<file path="src/skl_pkg.sv">
`default_nettype none
// ----------------------------------------------------------------------------
// skl_pkg
// Shared types and codes for the sorted keyed list.
// ----------------------------------------------------------------------------
package skl_pkg;

  localparam int LIST_DEPTH_DEF = 16;

  localparam int REQ_W    = 3;
  localparam int KEY_W    = 16;
  localparam int HANDLE_W = 16;
  localparam int POS_W    = 5;
  localparam int STATUS_W = 2;
  localparam int COUNT_W  = 5;

  localparam logic [REQ_W-1:0] REQ_INSERT      = 3'd0;
  localparam logic [REQ_W-1:0] REQ_REMOVE_LAST = 3'd1;
  localparam logic [REQ_W-1:0] REQ_REMOVE_AT   = 3'd2;
  localparam logic [REQ_W-1:0] REQ_READ_AT     = 3'd3;
  localparam logic [REQ_W-1:0] REQ_CLEAR       = 3'd4;

  localparam logic [STATUS_W-1:0] STS_OK      = 2'd0;
  localparam logic [STATUS_W-1:0] STS_MISSING = 2'd1;
  localparam logic [STATUS_W-1:0] STS_FULL    = 2'd2;

  typedef enum logic {
    ST_IDLE,
    ST_EXEC
  } skl_state_t;

  typedef struct packed {
    logic take;
    logic exec;
  } skl_cmd_t;

endpackage
`default_nettype wire

</file>
<file path="src/skl_ctrl.sv">
`default_nettype none
// ----------------------------------------------------------------------------
// skl_ctrl
// Request sequencing and result handshake for the sorted keyed list.
// ----------------------------------------------------------------------------
module skl_ctrl
  import skl_pkg::*;
(
  input  wire logic     clk,
  input  wire logic     rst_n,
  input  wire logic     in_valid,
  output logic          in_stall,
  output logic          out_valid,
  input  wire logic     out_stall,
  output skl_cmd_t      cmd
);

  skl_state_t state_r, state_nxt;
  logic       out_valid_r, out_valid_nxt;
  logic       out_busy;

  assign out_busy = out_valid_r && out_stall;

  always_comb begin
    state_nxt = state_r;
    unique case (state_r)
      ST_IDLE: if (in_valid) state_nxt = ST_EXEC;
      ST_EXEC: if (!out_busy) state_nxt = ST_IDLE;
      default: state_nxt = ST_IDLE;
    endcase
  end

  always_comb begin
    cmd      = '0;
    in_stall = 1'b1;
    unique case (state_r)
      ST_IDLE: begin
        in_stall = 1'b0;
        cmd.take = in_valid;
      end
      ST_EXEC: cmd.exec = !out_busy;
      default: in_stall = 1'b1;
    endcase
  end

  always_comb begin
    out_valid_nxt = out_valid_r;
    if (cmd.exec) out_valid_nxt = 1'b1;
    else if (out_valid_r && !out_stall) out_valid_nxt = 1'b0;
  end

  always_ff @(posedge clk) begin
    if (!rst_n) begin
      state_r     <= ST_IDLE;
      out_valid_r <= 1'b0;
    end else begin
      state_r     <= state_nxt;
      out_valid_r <= out_valid_nxt;
    end
  end

  assign out_valid = out_valid_r;

endmodule
`default_nettype wire

</file>
<file path="src/skl_dp.sv">
`default_nettype none
// ----------------------------------------------------------------------------
// skl_dp
// Row of key/handle cells with parallel compare and shift, request
// register and result register.
// ----------------------------------------------------------------------------
module skl_dp
  import skl_pkg::*;
#(
  parameter int LIST_DEPTH = LIST_DEPTH_DEF
) (
  input  wire logic                clk,
  input  wire logic                rst_n,
  input  wire skl_cmd_t            cmd,
  input  wire logic [REQ_W-1:0]    in_req_type,
  input  wire logic [KEY_W-1:0]    in_sort_key,
  input  wire logic [HANDLE_W-1:0] in_entry_handle,
  input  wire logic [POS_W-1:0]    in_position,
  output logic [HANDLE_W-1:0]      out_handle,
  output logic [KEY_W-1:0]         out_key,
  output logic [STATUS_W-1:0]      out_status,
  output logic [COUNT_W-1:0]       out_entry_count
);

  localparam int CNT_W = $clog2(LIST_DEPTH + 1);
  localparam int IDX_W = $clog2(LIST_DEPTH);
  localparam int CMP_W = (CNT_W > POS_W) ? CNT_W : POS_W;

  logic [REQ_W-1:0]    req_r;
  logic [KEY_W-1:0]    new_key_r;
  logic [HANDLE_W-1:0] new_handle_r;
  logic [POS_W-1:0]    pos_r;

  logic [KEY_W-1:0]    key_r    [LIST_DEPTH];
  logic [HANDLE_W-1:0] handle_r [LIST_DEPTH];
  logic [KEY_W-1:0]    key_nxt    [LIST_DEPTH];
  logic [HANDLE_W-1:0] handle_nxt [LIST_DEPTH];
  logic [CNT_W-1:0]    count_r, count_nxt;

  logic [CMP_W-1:0]    pos_e, cnt_e, slot_e;
  logic [IDX_W-1:0]    rd_idx;
  logic                full, hit, do_ins, do_del;
  logic [LIST_DEPTH-1:0] le, prev_le;
  logic [STATUS_W-1:0] status_nxt;

  assign pos_e = CMP_W'(pos_r);
  assign cnt_e = CMP_W'(count_r);
  assign full  = (count_r == CNT_W'(LIST_DEPTH));

  always_comb begin
    hit        = 1'b0;
    slot_e     = '0;
    do_ins     = 1'b0;
    do_del     = 1'b0;
    status_nxt = STS_OK;
    count_nxt  = count_r;
    case (req_r)
      REQ_INSERT: begin
        if (full) begin
          status_nxt = STS_FULL;
        end else begin
          do_ins    = 1'b1;
          count_nxt = count_r + 1'b1;
        end
      end
      REQ_REMOVE_LAST: begin
        slot_e = cnt_e - 1'b1;
        hit    = (count_r != '0);
      end
      REQ_REMOVE_AT: begin
        slot_e = (pos_r == '0) ? '0 : pos_e - 1'b1;
        hit    = (slot_e < cnt_e);
        do_del = hit;
      end
      REQ_READ_AT: begin
        slot_e = pos_e - 1'b1;
        hit    = (pos_r != '0) && (pos_e <= cnt_e);
      end
      REQ_CLEAR: count_nxt = '0;
      default: status_nxt = STS_OK;
    endcase
    if ((req_r == REQ_REMOVE_LAST) || (req_r == REQ_REMOVE_AT) ||
        (req_r == REQ_READ_AT)) begin
      if (!hit) status_nxt = STS_MISSING;
      else if (req_r != REQ_READ_AT) count_nxt = count_r - 1'b1;
    end
  end

  assign rd_idx = slot_e[IDX_W-1:0];

  for (genvar i = 0; i < LIST_DEPTH; i++) begin : g_cell
    localparam logic [CMP_W-1:0] IDX = CMP_W'(i);
    assign le[i] = (IDX < cnt_e) && (key_r[i] <= new_key_r);
    if (i == 0) begin : g_first
      assign prev_le[i] = 1'b1;
    end else begin : g_rest
      assign prev_le[i] = le[i-1];
    end

    always_comb begin
      key_nxt[i]    = key_r[i];
      handle_nxt[i] = handle_r[i];
      if (do_ins && !le[i]) begin
        if (prev_le[i]) begin
          key_nxt[i]    = new_key_r;
          handle_nxt[i] = new_handle_r;
        end else begin
          key_nxt[i]    = key_r[(i > 0) ? i - 1 : 0];
          handle_nxt[i] = handle_r[(i > 0) ? i - 1 : 0];
        end
      end else if (do_del && (IDX >= slot_e) && (i < LIST_DEPTH - 1)) begin
        key_nxt[i]    = key_r[(i < LIST_DEPTH - 1) ? i + 1 : i];
        handle_nxt[i] = handle_r[(i < LIST_DEPTH - 1) ? i + 1 : i];
      end
    end

    always_ff @(posedge clk) begin
      if (cmd.exec) begin
        key_r[i]    <= key_nxt[i];
        handle_r[i] <= handle_nxt[i];
      end
    end
  end

  always_ff @(posedge clk) begin
    if (cmd.take) begin
      req_r        <= in_req_type;
      new_key_r    <= in_sort_key;
      new_handle_r <= in_entry_handle;
      pos_r        <= in_position;
    end
    if (cmd.exec) begin
      out_handle      <= hit ? handle_r[rd_idx] : '0;
      out_key         <= hit ? key_r[rd_idx] : '0;
      out_status      <= status_nxt;
      out_entry_count <= COUNT_W'(count_nxt);
    end
  end

  always_ff @(posedge clk) begin
    if (!rst_n) begin
      count_r <= '0;
    end else if (cmd.exec) begin
      count_r <= count_nxt;
    end
  end

endmodule
`default_nettype wire

</file>
<file path="src/sorted_keyed_list.sv">
`default_nettype none
// ----------------------------------------------------------------------------
// sorted_keyed_list
// Sorted list of (key, handle) entries with insert, remove, read and clear.
// ----------------------------------------------------------------------------
// Each request is captured (ST_IDLE), then applied (ST_EXEC): every cell
// compares its key against the new key (or its index against the target
// position) and shifts in parallel, while the result register is loaded.
// A request is taken while the previous result still waits on out_stall; the
// apply cycle holds only until that result register is free. Keys are
// unsigned 8.8 values compared as plain 16-bit numbers; equal keys keep
// arrival order. entry_count wraps modulo 32 for depths above 31.
// ----------------------------------------------------------------------------
module sorted_keyed_list
  import skl_pkg::*;
#(
  parameter int LIST_DEPTH = LIST_DEPTH_DEF
) (
  input  wire logic                clk,
  input  wire logic                rst_n,
  input  wire logic                in_valid,
  output logic                     in_stall,
  input  wire logic [REQ_W-1:0]    in_req_type,
  input  wire logic [KEY_W-1:0]    in_sort_key,
  input  wire logic [HANDLE_W-1:0] in_entry_handle,
  input  wire logic [POS_W-1:0]    in_position,
  output logic                     out_valid,
  input  wire logic                out_stall,
  output logic [HANDLE_W-1:0]      out_handle,
  output logic [KEY_W-1:0]         out_key,
  output logic [STATUS_W-1:0]      out_status,
  output logic [COUNT_W-1:0]       out_entry_count
);

  skl_cmd_t cmd;

  skl_ctrl u_ctrl (
    .clk       (clk),
    .rst_n     (rst_n),
    .in_valid  (in_valid),
    .in_stall  (in_stall),
    .out_valid (out_valid),
    .out_stall (out_stall),
    .cmd       (cmd)
  );

  skl_dp #(
    .LIST_DEPTH (LIST_DEPTH)
  ) u_dp (
    .clk             (clk),
    .rst_n           (rst_n),
    .cmd             (cmd),
    .in_req_type     (in_req_type),
    .in_sort_key     (in_sort_key),
    .in_entry_handle (in_entry_handle),
    .in_position     (in_position),
    .out_handle      (out_handle),
    .out_key         (out_key),
    .out_status      (out_status),
    .out_entry_count (out_entry_count)
  );

endmodule
`default_nettype wire

</file>
<file path="config.mk">
export PLATFORM = sky130hd
export DESIGN_NAME = sorted_keyed_list
export DESIGN_NICKNAME = d
export VERILOG_FILES = /design/src/skl_pkg.sv /design/src/skl_ctrl.sv /design/src/skl_dp.sv /design/src/sorted_keyed_list.sv
export SDC_FILE = /design/constraint.sdc
export NUM_CORES = 2
export LEC_CHECK = 0
export ABC_AREA = 1
export BUFFER_PORTS_ARGS = -buffer_cell sky130_fd_sc_hd__buf_2
export CAP_MARGIN = 10
export CELL_PAD_IN_SITES_DETAIL_PLACEMENT = 1
export CELL_PAD_IN_SITES_GLOBAL_PLACEMENT = 2
export CORE_AREA = 4 4 363 365
export CTS_CLUSTER_SIZE = 40
export DETAILED_ROUTE_END_ITERATION = 6
export DIE_AREA = 0 0 367 369
export GPL_TIMING_DRIVEN = 0
export PLACE_DENSITY_LB_ADDON = 0.1
export REMOVE_ABC_BUFFERS = 1
export SYNTH_ARGS = -nofsm -noshare
export SYNTH_HDL_FRONTEND = slang
export SYNTH_SLANG_ARGS = --single-unit
</file>
<file path="constraint.sdc">
create_clock -name clk -period 4.7 [get_ports clk]
set_input_delay 0.47 -clock clk [delete_from_list [all_inputs] [get_ports clk]]
set_output_delay 0.47 -clock clk [all_outputs]
set_load 0.01 [all_outputs]
</file>
# Word level (Yosys, flattened, before mapping)
# Memory sizes are Yosys's and may differ from the RTL's. A register that Yosys moved wholly into a read port is not among the register bits.
# Index checks and enable logic that the tools add are counted.
# W data, S select, Z words.
# totals
reg_bits	54
mem_bits_rw	512
out_inout_bits	41
elab_cells	264
n_memories	2
# op_classes
add_sub_neg	3
n_lt_le_gt_ge	49
eq_ne	6
muxes	117
bitwise_logic	1
n_reduce_logical	77
# mem_list
memory	words	width	rd	rd_ports_with_merged_regs	write_ports	line	rtl
u_dp.handle_r	16	16	17	1	16	skl_dp.sv:35	logic [HANDLE_W-1:0] handle_r [LIST_DEPTH];
u_dp.key_r	16	16	17	1	16	skl_dp.sv:34	logic [KEY_W-1:0] key_r [LIST_DEPTH];
# ops
cell	count
$mux W16	92
$le A16 B16 Y1	16
$logic_and A1 B1 Y1	50
$lt A4 B5 Y1 const A	8
$ge A4 B5 Y1 const A	7
$mux W5	5
$ge A3 B5 Y1 const A	4
$logic_not A1 Y1	20
$lt A3 B5 Y1 const A	4
$pmux W5 S3	1
$mux W1	12
$ge A1 B5 Y1 const A	2
$ge A2 B5 Y1 const A	2
$lt A1 B5 Y1 const A	2
$lt A2 B5 Y1 const A	2
$pmux W5 S2	1
$reduce_bool A5 Y1	2
$sub A5 B1 Y5 const B	2
$mux W2	4
$eq A3 B2 Y1 const B	2
$add A5 B1 Y5 const B	1
$eq A5 B5 Y1 const B	1
$le A5 B5 Y1	1
$logic_not A5 Y1	1
other kinds (10)	11

# Depth between registers and ports, before layout
# logic_depth
depth_word	7
mapped_depth	20
ltp_nobuf	19

# By module
# From an unflattened synthesis, not the netlist that was laid out.
# unflattened
cells_unflattened	6196
area_unflattened_um2	43705.7
# modules_own_cells
module	instances	cells_each	area_per_inst_um2	seq_area_each_um2
skl_dp	1	6185	43618.1	17847.1
skl_ctrl	1	11	87.6	40.0

# Worst setup path after synthesis
# OpenSTA, ideal clock, no wires.
# synth_path
path_type	register -> register
startpoint	reg u_dp.new_key_r[15] (netlist name)
endpoint	mem u_dp.handle_r[3][0] (enable)
t_arrival_ns	3.980
required_time_ns	4.268
path_slack_ns	0.289
path_stages_with_launch	13
n_path_buf	2
path_cell_list	edfxtp_1 clkbuf_1 inv_1 ha_1 nand4_1 nor3_1 nand2_1 nand2_1 nand2_1 nand2_1 nand2_1 clkbuf_1 a21oi_1
# synth_lines
element	line
end, declared	skl_dp.sv:35

==> reports/qor.yml <==
synth:
  avgSynthCellArea_sq_um: 7.01
  synth-seq-area-share_pct: 41.1
  synth_cell_types: 38
  ys_ff_latch: 598
  ys_warn_count: 0
  syn_area_sq_um: 43500
  netlist_instances: 6204
critical_path:
  path_common_cell: "nand2_1"
  critical-path-top-delay-family: "buffers and inverters"
  cp-end-kind: "flip-flop"
  crit_required_ns: 5.27
  slowest_stage: "edfxtp_1"
  worst-path-buf-inv: 7
  start_kind: "flip-flop"
  crit_chain: "buf_12 > clkinvlp_4 > buf_16 > ha_1 > inv_1 > o21bai_1 > nand2_1 > nand2_1 > nand2_1 > nand2_1 > nand2_1 > nand2_1 > nand2_2 > buf_12 > nand2_2 > buf_12 > nand2_2 > inv_4 > nand2_1 > nand2_1"
  critical_path_class: "flip-flop to flip-flop"
  max_stage_delay_ns: 0.58
  crit_fanout: 32
  critPathArrivalTime_ns: 5.18
pwr:
  power_leakage_nw: 24.0
  p_seq_share_pct: 39.2
  internal_power_mw: 10.6
  power.density_nw_per_um2: 310
  p_comb_share_pct: 21.0
  p_clk_share_pct: 39.8
  swShare_pct: 33.6
  switchingPower_mw: 5.34
  vdd_drop_max_mv: 0.281
clock_tree:
  root_buffer: "clkbuf_16"
  cts.sinks: 598
  h-tree-depth: 3
  clk_latency_ns: 0.71
  cts_made_buffers: 81
  clockBufferDepth: 3
  cts.clk_slew.worst_paths_ns: 0.06
  cts_tree: "built"
placement:
  dp_hpwl_microns: 146000
  routabilityCongestion: 0.836
  portBuffers: 84
  dp_cells: 7676
global_routing:
  top_usage_layer: "met2"
  grt_util_all_layers_pct: 32.0
  first_global_vias: 43479
  met2_usage_pct: 49.6
  grt_start_max_net_pins: 110
  met3_usage_pct: 6.38
  grt_pass1_wl_microns: 319000
  antenna_found_initial: 3
  met1_usage_pct: 45.3
  overflow: 0
cells_and_area:
  post-route-util_pct: 39.7
  area_growth_pct: 17.7
  drive_above_1_share_pct: 8.87
  nets: 6553
  fin_cells: 7978
  num_antenna_cells: 0
floorplan:
  num_rows: 132
  start_util_pct: 33.8
  die_h_microns: 369
  die_x_microns: 367
  core_sq_um: 129000
  ios: 85
  dieArea_sq_um: 135000
run:
  max_cap_violations: 0
timing:
  min_period_ns: 4.60
  max_slew_margin_pct: 25.1
  fin_crit_sh_pct: 98.0
  rsz0062_at_grt: "yes"
  fin_setup_tns_ns: 0
  tightest_slew_ns: 1.12
  timing.fmax_ghz: 0.217
  slew_viol_final: 0
  setup_viol: 0
  skew_ns: 0.0227
  finalHoldViolCount: 0
drt:
  drt-pass1-iter-count: 6
  wirelength_microns: 223000
  route.detailed.drc: 0
  wl_per_cell_microns: 27.9
  ant_nets: 0
  viasPerCell: 5.58
  vias: 44502
  drtIter0Drc: 4675
outcome:
  outcome: "finished, final reports clean"
worst_hold_path:
  min_path_type: "input pin to flip-flop"
[state kept, by name, summed over array words and instances (netlist names), 16 cells and up]
name / flops
u_dp.handle_r: 256
u_dp.key_r: 256
u_dp.new_handle_r: 16
u_dp.new_key_r: 16
u_dp.out_handle: 16
u_dp.out_key: 16
[final cells by class]
cell class / instances / area (sq um)
tap: 1675 / 2100
clock inverter: 46 / 409
fill: 15828 / 77600
multi-input combinational: 5030 / 23700
clock buffer: 100 / 2150
timing repair buffer: 337 / 4130
inverter: 192 / 810
sequential: 598 / 17900
[synthesized netlist by cell type]
cell      instances  share of area, %
a211oi_1          1             0.017
a21boi_0          1             0.017
a21oi_1         202               2.3
a31o_1            1             0.020
buf_1             7             0.060
buf_2           177               2.0
buf_4            30              0.52
buf_6             2             0.052
clkbuf_1        171               1.5
dfxtp_1           7              0.32
edfxtp_1        591                41
ha_1            269               7.7
inv_1           170               1.5
inv_2            21              0.18
inv_4             1             0.014
nand2_1        3350                29
nand2_2           8              0.12
nand2_4           1             0.026
nand3_1         804               9.3
nand3_2           5              0.12
nand3_4           1             0.040
nand3b_1          3             0.052
nand4_1          51              0.73
nor2_1          152               1.3
nor2_2            5             0.072
nor2_4            5              0.13
nor3_1            4             0.046
nor3_2            1             0.023
nor4_1            3             0.043
o211ai_1          2             0.035
o21a_1           16              0.28
o21ai_0         112               1.3
o21ai_1           9              0.10
o21ai_2           1             0.020
o21bai_1         17              0.29
o22ai_1           1             0.014
or2_2             1             0.014
xnor2_1           1             0.020
[tightest hold or removal path, cell delays in order]
cell and delay, ns:
buf_2 0.08, inv_1 0.06, a21oi_1 0.10
[cell usage in the layout (no fill, tap or decap), types with 51 or more instances in the layout]
| master | count |
|---|---|
| nand2_1 | 3305 |
| nand3_1 | 803 |
| edfxtp_1 | 591 |
| ha_1 | 268 |
| a21oi_1 | 185 |
| inv_1 | 152 |
| nor2_1 | 145 |
| o21ai_0 | 112 |
| buf_12 | 100 |
| buf_4 | 90 |
| buf_2 | 84 |
| clkbuf_16 | 83 |
| nand4_1 | 51 |
[timing repair]
action                      CTS  global route
gates cloned                  3             1
buffers inserted            101            11
hold buffers                 40             0
setup endpoints to repair  1047           427
hold endpoints to repair     40             0
pin swaps                    13             5
resized for setup            45            18
[metal layers]
layer	routed length, microns	share of wire [%]	vias up
met2	97100	44	1718
met3	18200	8.2	317
met4	6320	2.8	0
met1	101000	45	22031
li1	-	-	20436
met5	0	0	-
[per-stage QoR]
stage	area (sq um)	hold WS, ns	setup slack [ns]	total power [mW]
final	51200	0.0555	0.0956	15.9
after global routing	51200	0.0474	-0.0224	16.5
after CTS	51000	0.0133	0.000431	15.9
after detailed placement	46800	0.503	-2.57	9.40
after global placement	44200	0.479	-14.91	9.20
after floorplan	41700	0.500	-3.33	7.80
[final timing paths]
| check | start | end | slack [ns] | cells past startpoint |
|---|---|---|---|---|
| max reg2reg | u_dp.new_key_r[1] | u_dp.key_r[11][2] | 0.1 | 20 |
| min | rst_n | u_ctrl.out_valid | 0.06 | 3 |
| max | u_dp.new_key_r[1] | u_dp.key_r[11][2] | 0.1 | 20 |
| min reg2reg | u_ctrl.out_valid | u_ctrl.out_valid | 0.51 | 2 |
[cells by family after synthesis]
logic type,Yosys count,synth area share [%]
xor gates and xnor gates,1,0.0201
buffers and inverters,579,5.81
and+or+nand+nor,4394,40.9
DFF,598,41.1
adders and majority gates,269,7.74
AOI/OAI and AO/OA,363,4.41
[power by group through the flow]
stage | Sequential (mW) | Clock, mW | Combinational (mW)
floorplan | 6.28 | 0 | 1.52
global placement | 6.43 | 0 | 2.77
detailed placement | 6.40 | 0 | 3.01
CTS | 6.22 | 6.44 | 3.24
global route | 6.24 | 6.65 | 3.56
finish | 6.23 | 6.33 | 3.33
Note: power is estimated with default switching activity, not from simulation.
